$ cat config.mk
export PLATFORM = sky130hd
export DESIGN_NAME = masked_nucleotide_mismatch_count_flat
export DESIGN_NICKNAME = d
export VERILOG_FILES = /design/src/rtl/mnmc_pkg.sv /design/src/rtl/mnmc_req_if.sv /design/src/rtl/mnmc_res_if.sv /design/src/rtl/mnmc_lane.sv /design/src/rtl/mnmc_merge.sv /design/src/rtl/masked_nucleotide_mismatch_count.sv /design/src/flat_wrapper.sv
export SDC_FILE = /design/constraint.sdc
export NUM_CORES = 1
export LEC_CHECK = 0
export ABC_CLOCK_PERIOD_IN_PS = 14400
export BUFFER_PORTS_ARGS = -buffer_cell sky130_fd_sc_hd__buf_2
export CAP_MARGIN = 20
export CORE_UTILIZATION = 28
export CTS_BUF_LIST = sky130_fd_sc_hd__clkbuf_2 sky130_fd_sc_hd__clkbuf_4 sky130_fd_sc_hd__clkbuf_8
export DETAILED_ROUTE_END_ITERATION = 8
export GPL_ROUTABILITY_DRIVEN = 0
export GPL_TIMING_DRIVEN = 1
export PLACE_DENSITY = 0.6
export SYNTH_ARGS = -nofsm -noshare
export SYNTH_HDL_FRONTEND = slang
export SYNTH_HIERARCHICAL = 1
export SYNTH_SLANG_ARGS = --single-unit
$ cat constraint.sdc
create_clock -name clk_i -period 14.4 [get_ports clk_i]
set_input_delay 1.44 -clock clk_i [delete_from_list [all_inputs] [get_ports clk_i]]
set_output_delay 1.44 -clock clk_i [all_outputs]
set_load 0.005 [all_outputs]
$ cat src/rtl/mnmc_pkg.sv
`timescale 1ns / 1ps
// ----------------------------------------------------------------------------
// mnmc_pkg
// Shared constants, types and the read-symbol decode for the masked
// nucleotide mismatch counter.
// ----------------------------------------------------------------------------
package mnmc_pkg;

  localparam int unsigned LANES    = 8;
  localparam int unsigned LaneIdxW = 3;
  localparam int unsigned MaskW    = 4;
  localparam int unsigned SymW     = 3;
  localparam int unsigned RefW     = LANES * MaskW;
  localparam int unsigned SeqW     = LANES * SymW;
  localparam int unsigned CountW   = 10;
  localparam int unsigned AddW     = $clog2(LANES + 1);
  localparam int unsigned SumW     = CountW + 1;
  localparam int unsigned PaddrW   = 3;
  localparam int unsigned PdataW   = 32;

  localparam logic [CountW-1:0] CountMax = {CountW{1'b1}};

  // Symbol codes of a read base; anything above the last base counts as N.
  localparam logic [SymW-1:0]  SymBaseLast = 3'd3;
  localparam logic [MaskW-1:0] CodeAny     = 4'hF;

  // Register indexes of the configuration port.
  localparam logic [0:0] RegMaxErrors = 1'b0;

  // Control that travels with an item from the lane stage to the merge stage.
  typedef struct packed {
    logic valid;
    logic first;
    logic last;
  } stage_ctrl_t;

  // Decode a read symbol into its nucleotide mask.
  function automatic logic [MaskW-1:0] read_code(input logic [SymW-1:0] sym);
    logic [MaskW-1:0] code;
    if (sym > SymBaseLast) begin
      code = CodeAny;
    end else begin
      code = MaskW'(1) << sym[1:0];
    end
    return code;
  endfunction

endpackage

$ cat src/rtl/mnmc_req_if.sv
`timescale 1ns / 1ps
// ----------------------------------------------------------------------------
// mnmc_req_if
// Request channel: one reference word, its read symbols and lane range.
// ----------------------------------------------------------------------------
interface mnmc_req_if;
  logic                           valid;
  logic                           ready;
  logic [mnmc_pkg::RefW-1:0]      ref_word;
  logic [mnmc_pkg::SeqW-1:0]      seq_symbols;
  logic [mnmc_pkg::LaneIdxW-1:0]  lane_lo;
  logic [mnmc_pkg::LaneIdxW-1:0]  lane_hi;
  logic                           first_word;
  logic                           last_word;

  modport source (
    output valid, ref_word, seq_symbols, lane_lo, lane_hi, first_word, last_word,
    input  ready
  );

  modport sink (
    input  valid, ref_word, seq_symbols, lane_lo, lane_hi, first_word, last_word,
    output ready
  );
endinterface

$ cat src/rtl/mnmc_res_if.sv
`timescale 1ns / 1ps
// ----------------------------------------------------------------------------
// mnmc_res_if
// Result channel: mismatch count and over-limit flag of one comparison.
// ----------------------------------------------------------------------------
interface mnmc_res_if;
  logic                         valid;
  logic                         ready;
  logic [mnmc_pkg::CountW-1:0]  mismatch_count;
  logic                         over_limit;

  modport source (
    output valid, mismatch_count, over_limit,
    input  ready
  );

  modport sink (
    input  valid, mismatch_count, over_limit,
    output ready
  );
endinterface

$ cat src/rtl/mnmc_lane.sv
`timescale 1ns / 1ps
// ----------------------------------------------------------------------------
// mnmc_lane
// One compare lane: decode the read symbol, test it against the reference
// mask inside the lane range and register the mismatch bit.
// ----------------------------------------------------------------------------
module mnmc_lane (
  input  logic                           clk_i,
  input  logic                           load_i,
  input  logic [mnmc_pkg::LaneIdxW-1:0]  lane_id_i,
  input  logic [mnmc_pkg::LaneIdxW-1:0]  lane_lo_i,
  input  logic [mnmc_pkg::LaneIdxW-1:0]  lane_hi_i,
  input  logic [mnmc_pkg::MaskW-1:0]     mask_i,
  input  logic [mnmc_pkg::SymW-1:0]      sym_i,
  output logic                           miss_o
);
  import mnmc_pkg::*;

  logic in_range;
  logic miss_d, miss_q;

  assign in_range = (lane_id_i >= lane_lo_i) && (lane_id_i <= lane_hi_i);
  assign miss_d   = in_range && ((mask_i & read_code(sym_i)) == '0);

  always_ff @(posedge clk_i) begin
    if (load_i) begin
      miss_q <= miss_d;
    end
  end

  assign miss_o = miss_q;

endmodule

$ cat src/rtl/mnmc_merge.sv
`timescale 1ns / 1ps
// ----------------------------------------------------------------------------
// mnmc_merge
// Merge stage: count the lane mismatches, add them to the saturating
// running count, track the limit and hold the result for the sink.
// ----------------------------------------------------------------------------
module mnmc_merge (
  input  logic                         clk_i,
  input  logic                         rst_ni,
  input  mnmc_pkg::stage_ctrl_t        ctrl_i,
  input  logic [mnmc_pkg::LANES-1:0]   miss_i,
  input  logic [mnmc_pkg::CountW-1:0]  max_errors_i,
  output logic                         take_o,
  output logic                         res_valid_o,
  input  logic                         res_ready_i,
  output logic [mnmc_pkg::CountW-1:0]  mismatch_count_o,
  output logic                         over_limit_o
);
  import mnmc_pkg::*;

  logic [AddW-1:0]   added;
  logic [SumW-1:0]   sum;
  logic [CountW-1:0] base;
  logic              flag_base;
  logic [CountW-1:0] count_d, count_q;
  logic              flag_d, flag_q;
  logic              res_valid_d, res_valid_q;
  logic [CountW-1:0] res_count_q;
  logic              res_flag_q;

  always_comb begin
    added = '0;
    for (int unsigned l = 0; l < LANES; l++) begin
      added = added + AddW'(miss_i[l]);
    end
  end

  // A first word starts from a clear count and flag.
  assign base      = ctrl_i.first ? '0 : count_q;
  assign flag_base = ctrl_i.first ? 1'b0 : flag_q;
  assign sum       = SumW'(base) + SumW'(added);
  assign flag_d    = flag_base || (sum > SumW'(max_errors_i));
  assign count_d   = (sum > SumW'(CountMax)) ? CountMax : sum[CountW-1:0];

  // Words that end nothing always drain; a last word waits for a free slot.
  assign take_o = ctrl_i.valid && (!ctrl_i.last || !res_valid_q || res_ready_i);

  always_comb begin
    res_valid_d = res_valid_q;
    if (take_o && ctrl_i.last) begin
      res_valid_d = 1'b1;
    end else if (res_ready_i) begin
      res_valid_d = 1'b0;
    end
  end

  always_ff @(posedge clk_i or negedge rst_ni) begin
    if (!rst_ni) begin
      count_q     <= '0;
      flag_q      <= 1'b0;
      res_valid_q <= 1'b0;
    end else begin
      res_valid_q <= res_valid_d;
      if (take_o) begin
        count_q <= count_d;
        flag_q  <= flag_d;
      end
    end
  end

  always_ff @(posedge clk_i) begin
    if (take_o && ctrl_i.last) begin
      res_count_q <= count_d;
      res_flag_q  <= flag_d;
    end
  end

  assign res_valid_o      = res_valid_q;
  assign mismatch_count_o = res_count_q;
  assign over_limit_o     = res_flag_q;

endmodule

$ cat src/rtl/masked_nucleotide_mismatch_count.sv
`timescale 1ns / 1ps
// A result is held in the merge stage's result register once its last word has passed
// the lane stage. Throughput: one word per cycle, unless a last word waits for the
// result register while the sink still holds the previous result.
// Reset clears the running count, the over-limit flag, max_errors and all
// valid flags; the block takes requests in the first cycle after reset.
// ----------------------------------------------------------------------------
// masked_nucleotide_mismatch_count
// Bounded Hamming distance between a read and a masked reference, eight
// bases per request, with an APB-style port for the mismatch limit.
// ----------------------------------------------------------------------------
module masked_nucleotide_mismatch_count (
  input  logic                         clk_i,
  input  logic                         rst_ni,
  mnmc_req_if.sink                     req_i,
  mnmc_res_if.source                   res_o,
  input  logic                         psel_i,
  input  logic                         penable_i,
  input  logic                         pwrite_i,
  input  logic [mnmc_pkg::PaddrW-1:0]  paddr_i,
  input  logic [mnmc_pkg::PdataW-1:0]  pwdata_i,
  output logic [mnmc_pkg::PdataW-1:0]  prdata_o,
  output logic                         pready_o
);
  import mnmc_pkg::*;

  // --------------------------------------------------------------------------
  // Configuration: one register, max_errors, at byte address 0. Bits [1:0]
  // of the address pick a byte within the word and are ignored.
  // --------------------------------------------------------------------------
  logic [CountW-1:0] max_errors_q;
  logic              hit_max_errors;
  logic              cfg_write;

  assign pready_o       = 1'b1;
  assign hit_max_errors = (paddr_i[PaddrW-1:2] == RegMaxErrors);
  assign cfg_write      = psel_i && penable_i && pwrite_i && pready_o;

  always_ff @(posedge clk_i or negedge rst_ni) begin
    if (!rst_ni) begin
      max_errors_q <= '0;
    end else if (cfg_write && hit_max_errors) begin
      max_errors_q <= pwdata_i[CountW-1:0];
    end
  end

  // Unmapped addresses read as zero.
  assign prdata_o = hit_max_errors ? PdataW'(max_errors_q) : '0;

  // --------------------------------------------------------------------------
  // Lane stage: each lane compares one base and registers its mismatch bit.
  // The stage loads whenever it is empty or its contents move on this cycle,
  // so a new request enters while the previous one merges.
  // --------------------------------------------------------------------------
  stage_ctrl_t       ctrl_q;
  logic              take;
  logic              load;
  logic [LANES-1:0]  miss;

  assign load        = !ctrl_q.valid || take;
  assign req_i.ready = load;

  for (genvar l = 0; l < LANES; l++) begin : g_lane
    mnmc_lane u_lane (
      .clk_i     (clk_i),
      .load_i    (load),
      .lane_id_i (LaneIdxW'(l)),
      .lane_lo_i (req_i.lane_lo),
      .lane_hi_i (req_i.lane_hi),
      .mask_i    (req_i.ref_word[l*MaskW +: MaskW]),
      .sym_i     (req_i.seq_symbols[l*SymW +: SymW]),
      .miss_o    (miss[l])
    );
  end

  // Hold the start and end marks alongside the lane bits.
  always_ff @(posedge clk_i or negedge rst_ni) begin
    if (!rst_ni) begin
      ctrl_q <= '0;
    end else if (load) begin
      ctrl_q.valid <= req_i.valid;
      ctrl_q.first <= req_i.first_word;
      ctrl_q.last  <= req_i.last_word;
    end
  end

  // --------------------------------------------------------------------------
  // Merge stage: sum the lanes, advance the running count and present the
  // result of a last word from its own register, so the lane stage keeps
  // flowing while a result waits for the sink, unless it holds another last word.
  // --------------------------------------------------------------------------
  mnmc_merge u_merge (
    .clk_i            (clk_i),
    .rst_ni           (rst_ni),
    .ctrl_i           (ctrl_q),
    .miss_i           (miss),
    .max_errors_i     (max_errors_q),
    .take_o           (take),
    .res_valid_o      (res_o.valid),
    .res_ready_i      (res_o.ready),
    .mismatch_count_o (res_o.mismatch_count),
    .over_limit_o     (res_o.over_limit)
  );

endmodule
$ cat src/flat_wrapper.sv
// flat-port wrapper written by rule: the top's interface ports become plain ports
module masked_nucleotide_mismatch_count_flat import mnmc_pkg::*;
  (clk_i, rst_ni, psel_i, penable_i, pwrite_i, paddr_i, pwdata_i, prdata_o, pready_o, req_i_valid, req_i_ref_word, req_i_seq_symbols, req_i_lane_lo, req_i_lane_hi, req_i_first_word, req_i_last_word, req_i_ready, res_o_valid, res_o_mismatch_count, res_o_over_limit, res_o_ready);
  mnmc_req_if req_i_i ();
  mnmc_res_if res_o_i ();
  input  logic clk_i;
  input  logic rst_ni;
  input  logic psel_i;
  input  logic penable_i;
  input  logic pwrite_i;
  input  logic [mnmc_pkg::PaddrW-1:0] paddr_i;
  input  logic [mnmc_pkg::PdataW-1:0] pwdata_i;
  output logic [mnmc_pkg::PdataW-1:0] prdata_o;
  output logic pready_o;
  input wire logic [$bits(req_i_i.valid)-1:0] req_i_valid;
  input wire logic [$bits(req_i_i.ref_word)-1:0] req_i_ref_word;
  input wire logic [$bits(req_i_i.seq_symbols)-1:0] req_i_seq_symbols;
  input wire logic [$bits(req_i_i.lane_lo)-1:0] req_i_lane_lo;
  input wire logic [$bits(req_i_i.lane_hi)-1:0] req_i_lane_hi;
  input wire logic [$bits(req_i_i.first_word)-1:0] req_i_first_word;
  input wire logic [$bits(req_i_i.last_word)-1:0] req_i_last_word;
  output wire logic [$bits(req_i_i.ready)-1:0] req_i_ready;
  output wire logic [$bits(res_o_i.valid)-1:0] res_o_valid;
  output wire logic [$bits(res_o_i.mismatch_count)-1:0] res_o_mismatch_count;
  output wire logic [$bits(res_o_i.over_limit)-1:0] res_o_over_limit;
  input wire logic [$bits(res_o_i.ready)-1:0] res_o_ready;
  assign req_i_i.valid = req_i_valid;
  assign req_i_i.ref_word = req_i_ref_word;
  assign req_i_i.seq_symbols = req_i_seq_symbols;
  assign req_i_i.lane_lo = req_i_lane_lo;
  assign req_i_i.lane_hi = req_i_lane_hi;
  assign req_i_i.first_word = req_i_first_word;
  assign req_i_i.last_word = req_i_last_word;
  assign req_i_ready = req_i_i.ready;
  assign res_o_valid = res_o_i.valid;
  assign res_o_mismatch_count = res_o_i.mismatch_count;
  assign res_o_over_limit = res_o_i.over_limit;
  assign res_o_i.ready = res_o_ready;
  masked_nucleotide_mismatch_count u_core (.clk_i(clk_i), .rst_ni(rst_ni), .req_i(req_i_i), .res_o(res_o_i), .psel_i(psel_i), .penable_i(penable_i), .pwrite_i(pwrite_i), .paddr_i(paddr_i), .pwdata_i(pwdata_i), .prdata_o(prdata_o), .pready_o(pready_o));
endmodule
Word-level counts from Yosys, hierarchy flattened
Index checks and enable logic that the tools add are counted.
- add/subtract/negate cells: 8
- $mul: 0
- div/mod/pow operators: 0
- $lt $le $gt $ge: 26
- equal/unequal tests: 0
- shift-type cells: 8
- mux-type cells: 14
- bitwise operators: 9
- reductions and logical operators: 37
- operators with widths (cell ; number):
    bitwise AND 4 bit ; 8
    logical NOT 4 bit ; 8
    2-to-1 mux 4 bit ; 8
    left shift 1 x 2 -> 4 bit, first input constant ; 8
    2-to-1 mux 10 bit ; 3
    > comparator 3 x 2 -> 1 bit, second input constant ; 8
    logical AND 1 bit ; 21
    adder 4 x 1 -> 4 bit ; 4
    greater-or-equal comparator 3 bit, first input constant ; 4
    less-or-equal comparator 3 bit, first input constant ; 4
    adder 10 x 4 -> 11 bit ; 1
    > comparator 11 x 10 -> 1 bit ; 1
    > comparator 11 x 10 -> 1 bit, second input constant ; 1
    greater-or-equal comparator 1 x 3 -> 1 bit, first input constant ; 2
    greater-or-equal comparator 2 x 3 -> 1 bit, first input constant ; 2
    less-or-equal comparator 1 x 3 -> 1 bit, first input constant ; 2
    less-or-equal comparator 2 x 3 -> 1 bit, first input constant ; 2
    adder 3 x 1 -> 4 bit ; 1
    logical OR 1 bit ; 4
    adder 2 x 1 -> 3 bit ; 1
    logical NOT 1 bit ; 3
    2-to-1 mux 1 bit ; 3
    adder 1 x 1 -> 2 bit ; 1
    nonzero test 2 bit ; 1
    inverter 1 bit ; 1
- flip-flop bits (word level): 44
- bits in latches: 0
- memory bits (writable): 0
- memory bits (read-only): 0
- input bits: 106
- word-level logic and storage cells: 119
- memories kept: 0

Depth between registers and ports, before layout
- depth in word-level cells: 10
- gate-level depth with buffers: 18
- depth with buffers taken out: 18

By module
The synthesis kept the hierarchy.
- modules (own cells, without submodules) (module ; times used ; cells an instance ; area an instance (um2)):
    mnmc_lane ; 8 ; 23 ; 210.2
    mnmc_merge ; 1 ; 173 ; 1619.1
    masked_nucleotide_mismatch_count ; 1 ; 65 ; 792.0

Worst setup path after synthesis
No wires, ideal clock.
- path type: register to register
- start point: register u_core.g_lane[0].u_lane.miss_q
- end point: register u_core.u_merge.res_flag_q, in the netlist u_core/u_merge/over_limit_o (data pin)
- setup time: 0.268 ns
- data arrival time: 4.466 ns
- required time: 14.132 ns
- setup slack: 9.666 ns
- stages on the path, launching flop included: 18
- clock period less this slack: 4.734 ns
- cells stage by stage: edfxtp_1 > fa_1 > inv_1 > fa_1 > fa_1 > fa_1 > fa_1 > nand2b_1 > a21oi_1 > and3_2 > xnor2_1 > nor2_1 > ha_1 > a21o_1 > a21oi_1 > o211ai_1 > o21ai_0 > o21ai_0
- longest elaborated chain between the ends: 10
- ends and longest elaborated chain (item ; line ; source):
    from (decl) ; mnmc_lane.sv:20 ; logic miss_d, miss_q;
    from (signal assigned) ; mnmc_lane.sv:27 ; miss_q <= miss_d;
    adder 1 x 1 -> 2 bit ; mnmc_merge.sv:34 ; added = added + AddW'(miss_i[l]);
    adder 2 x 1 -> 3 bit ; mnmc_merge.sv:34 ;
    adder 3 x 1 -> 4 bit ; mnmc_merge.sv:34 ;
    adder 4 x 1 -> 4 bit (4 in series) ; mnmc_merge.sv:34 ;
    adder 10 x 4 -> 11 bit ; mnmc_merge.sv:41 ; assign sum = SumW'(base) + SumW'(added);
    > comparator 11 x 10 -> 1 bit ; mnmc_merge.sv:42 ; assign flag_d = flag_base || (sum > SumW'(max_errors_i));
    logical OR 1 bit ; mnmc_merge.sv:42 ;
    named net u_core.u_merge.flag_d ; mnmc_merge.sv:26 ; logic flag_d, flag_q;
    to (signal assigned) ; mnmc_merge.sv:74 ; res_flag_q <= flag_d;
    to (decl) ; mnmc_merge.sv:29 ; logic res_flag_q;
The timed path passes the listed nets, and every way through them passes these cells.
A chain may end at the register's enable or synchronous reset.

Worst setup path in the final report
Ends and elaborated chain as after synthesis.

==> flow_summary.ini <==
[floorplan]
coreArea_um2 = 14100
die_h_um = 123
rows = 43
die_area_um2 = 15100
initial_utilization = 0.290
die_w_um = 123
io_pins = 152

[worst_setup_path]
crit_top_cell = fa_1
r2r_setup_slack_ns = 9.25
max_stage_delay_ns = 0.55
start_kind = flip-flop
crit_type = reg2reg
cp_slowest_cell = fa_1
r2r_cells = 17
cp_data_arrival_time_ns = 5.18
cp_cell_sequence = fa_1, inv_1, fa_1, fa_1, fa_1, fa_1, nand2b_1, a21oi_1, and3_2, xnor2_1, nor2_1, ha_1, a21o_1, a21oi_1, o211ai_1, o21ai_0, o21ai_0
path_delay_family = adder cells
path_max_fanout = 5
crit_buf_inv = 1
worstPathRequired_ns = 14.43
r2r_start = u_core/g_lane[0].u_lane/miss_o$_DFFE_PP_
crit_path_end_kind = flip-flop
regToRegEndpoint = u_core/u_merge/over_limit_o$_DFFE_PP_

[hold_path]
hold_path.class = reg2reg
whs_path_depth = 2
hold_end = u_core/u_merge/flag_q$_DFFE_PN0P_
hold_start = u_core/u_merge/flag_q$_DFFE_PN0P_

[yosys]
seq_area_frac_synth = 0.292
synthCells = 422
synth_edf_count = 19
ys_seq_elements = 44
syn_area_per_cell_um2 = 9.70
synth_cell_types = 43
yosys_warnings = 6
synthArstFlopShare = 0.568
syn_area_um2 = 4090
ys.flop_type = dfrtp_1

[timing]
worst_pin_slew_ns = 0.624
clock_skew_ns = 0.00547
drv_slew = 0
setup_violations = 0
worst_slack_ns = 9.25
fin_crit_sh = 0.358
maxSlewHeadroom = 0.584
tns_ns = 0
rsz0062_at_grt = false
finalCriticalPeriod_ns = 5.15
fmax_mhz = 194
hold_viol = 0

[power_and_ir_drop]
power_frac_seq = 0.364
power_mw = 0.527
power.internal_mw = 0.329
power_density_nw_per_um2 = 106
pwr-share-comb = 0.483
vdd_ir_drop_max_mv = 0.0480
p_sw_frac = 0.375
power_leakage_nw = 2.61
power.switching_mw = 0.198
pwr-share-clk = 0.154

[routing]
ant_nets = 0
wirelength_um = 8660
dr.pass1.iters = 4
post_drt_wl_per_cell_um = 11.6
drt_iter0_markers = 119
via_per_inst = 4.53
vias = 3380
route.detailed.drc = 0

[place]
dp_cells = 738
pre_cts_slack_ns = 9.23
dp_hpwl_um = 7240
io_buffer_count = 104

[global_routing]
met2_usage = 0.233
antenna_found_initial = 0
grt_pass1_wl_um = 14800
grt_use_met3 = 0.0157
grt_util_met1 = 0.140
grt_use_total = 0.121
grt_max_degree = 26
busiest_layer = met2
grt_pass1_vias = 3427
grt_overflow = 0

[cells_and_area]
final_common_cell = buf_2
layout_common_cells = 104 x buf_2, 72 x inv_1, 64 x ha_1, 63 x conb_1, 26 x o21ai_0
drive_above_1_share = 0.263
areaGrowthSynthToFinish_pct = 21.1
multi_input_area_um2 = 2650
nets = 740
diodes = 0
regArea_um2 = 1200
n_fill_cell = 1465
final_cells = 746

[run]
cap_violations = 0

[clock_tree]
clock-sinks = 44
post_cts_buffers = 0
cts_resized = 0
numCtsBuffers = 5
cts_tree = yes
cts_root_buf = clkbuf_8
clkTransAtPathRegs_ns = 0.08
clock_path_buffers = 2
htreeDepth = 2
ctsHoldBuffers = 0
worstSkewPairLatency_ns = 0.30

[run_status]
status = completed
[through the flow]
| stage | hold WS (ns) | util | instance area [um^2] |
|---|---|---|---|
| after detailed placement | 0.500 | 0.345 | 4860 |
| after floorplan | 0.463 | - | 4320 |
| final | 0.516 | 0.352 | 4960 |
| after global routing | 0.544 | 0.352 | 4960 |
| after global placement | 0.491 | 0.345 | 4860 |
| after CTS | 0.518 | 0.352 | 4960 |
[Yosys cell counts, types with 3 or more instances]
| cell type | count | share of area |
|---|---|---|
| nand2b_1 | 15 | 0.023 |
| o21ai_0 | 26 | 0.032 |
| ha_1 | 64 | 0.20 |
| buf_4 | 23 | 0.042 |
| a21oi_1 | 16 | 0.020 |
| a31oi_1 | 6 | 0.0092 |
| nand4_1 | 4 | 0.0061 |
| inv_1 | 72 | 0.066 |
| xor2_1 | 3 | 0.0064 |
| nor3_2 | 8 | 0.020 |
| o41ai_1 | 8 | 0.017 |
| nor2b_1 | 15 | 0.023 |
| nor2_1 | 14 | 0.013 |
| xnor2_1 | 4 | 0.0086 |
| a21o_1 | 9 | 0.017 |
| edfxtp_1 | 19 | 0.14 |
| clkbuf_1 | 4 | 0.0037 |
| nand2_1 | 13 | 0.012 |
| a211oi_1 | 10 | 0.018 |
| mux4_2 | 8 | 0.044 |
| mux2_4 | 10 | 0.037 |
| fa_1 | 5 | 0.024 |
| or4_1 | 3 | 0.0055 |
| dfrtp_1 | 25 | 0.15 |
| nand3_1 | 13 | 0.016 |
| mux2_2 | 3 | 0.0083 |
[area by class of cell]
| type | instances | share of cell area |
|---|---|---|
| repair buffers | 104 | 0.105 |
| clock inverters | 1 | 0.000757 |
| well taps | 180 | 0.0454 |
| inverters | 73 | 0.0553 |
| multi-input cells | 337 | 0.534 |
| flip-flops and latches | 44 | 0.241 |
| clock buffers | 7 | 0.0182 |
[power groups by stage]
| stage | clock, mW | sequential (mW) | combinational [mW] |
|---|---|---|---|
| after floorplan | 0 | 0.188 | 0.185 |
| after global placement | 0 | 0.193 | 0.248 |
| after detailed placement | 0 | 0.195 | 0.257 |
| after CTS | 0.0851 | 0.192 | 0.259 |
| after global routing | 0.0894 | 0.196 | 0.298 |
| final | 0.0810 | 0.192 | 0.254 |
[registers in the layout, summed over array words and instances, names as in the netlist]
name / cells
u_core/max_errors_q: 10
u_core/u_merge/count_q: 10
u_core/u_merge/mismatch_count_o: 10
u_core/g_lane.u_lane/miss_o: 8
u_core/ctrl_q: 3
u_core/u_merge/flag_q: 1
u_core/u_merge/over_limit_o: 1
u_core/u_merge/res_valid_o: 1
[worst reg2reg max path: cells and delay by family (launching register included)]
kind | cells | cell delay, ns
buffers and inverters | 1 | 0.05
flip-flops | 1 | 0.40
adder cells (fa/ha/maj) | 6 | 2.67
AND/OR/NAND/NOR | 3 | 0.54
XOR/XNOR | 1 | 0.14
AO/OA/AOI/OAI | 6 | 1.10
[how the worst max path moves through the flow]
stage                                                        start                               endpoint  depth (start not counted)
after floorplan           u_core/g_lane[0].u_lane/miss_o$_DFFE_PP_  u_core/u_merge/over_limit_o$_DFFE_PP_                         17
after global placement    u_core/g_lane[0].u_lane/miss_o$_DFFE_PP_  u_core/u_merge/over_limit_o$_DFFE_PP_                         17
after detailed placement  u_core/g_lane[0].u_lane/miss_o$_DFFE_PP_  u_core/u_merge/over_limit_o$_DFFE_PP_                         17
after CTS                 u_core/g_lane[0].u_lane/miss_o$_DFFE_PP_  u_core/u_merge/over_limit_o$_DFFE_PP_                         17
after global routing      u_core/g_lane[0].u_lane/miss_o$_DFFE_PP_  u_core/u_merge/over_limit_o$_DFFE_PP_                         17
final                     u_core/g_lane[0].u_lane/miss_o$_DFFE_PP_  u_core/u_merge/over_limit_o$_DFFE_PP_                         17
[cell families (layout without fill, tap and decap cells)]
kind of cell             count (synthesis)  after routing  share of synthesized area
buffers and inverters                  102            185                      0.117
AND/OR/NAND/NOR                         95             95                      0.139
XOR/XNOR                                 7              7                     0.0150
multiplexers                            21             21                     0.0890
flip-flops                              44             44                      0.292
AO/OA/AOI/OAI                           82             82                      0.126
adder cells (fa/ha/maj)                 69             69                      0.220
other                                    2             63                    0.00183
[layer usage]
metal / vias up / share of wire
li1: 1679 / -
met5: - / 0
met2: 105 / 0.51
met4: 0 / 0.0095
met3: 11 / 0.050
met1: 1585 / 0.43
(Power assumes the default switching activity.)
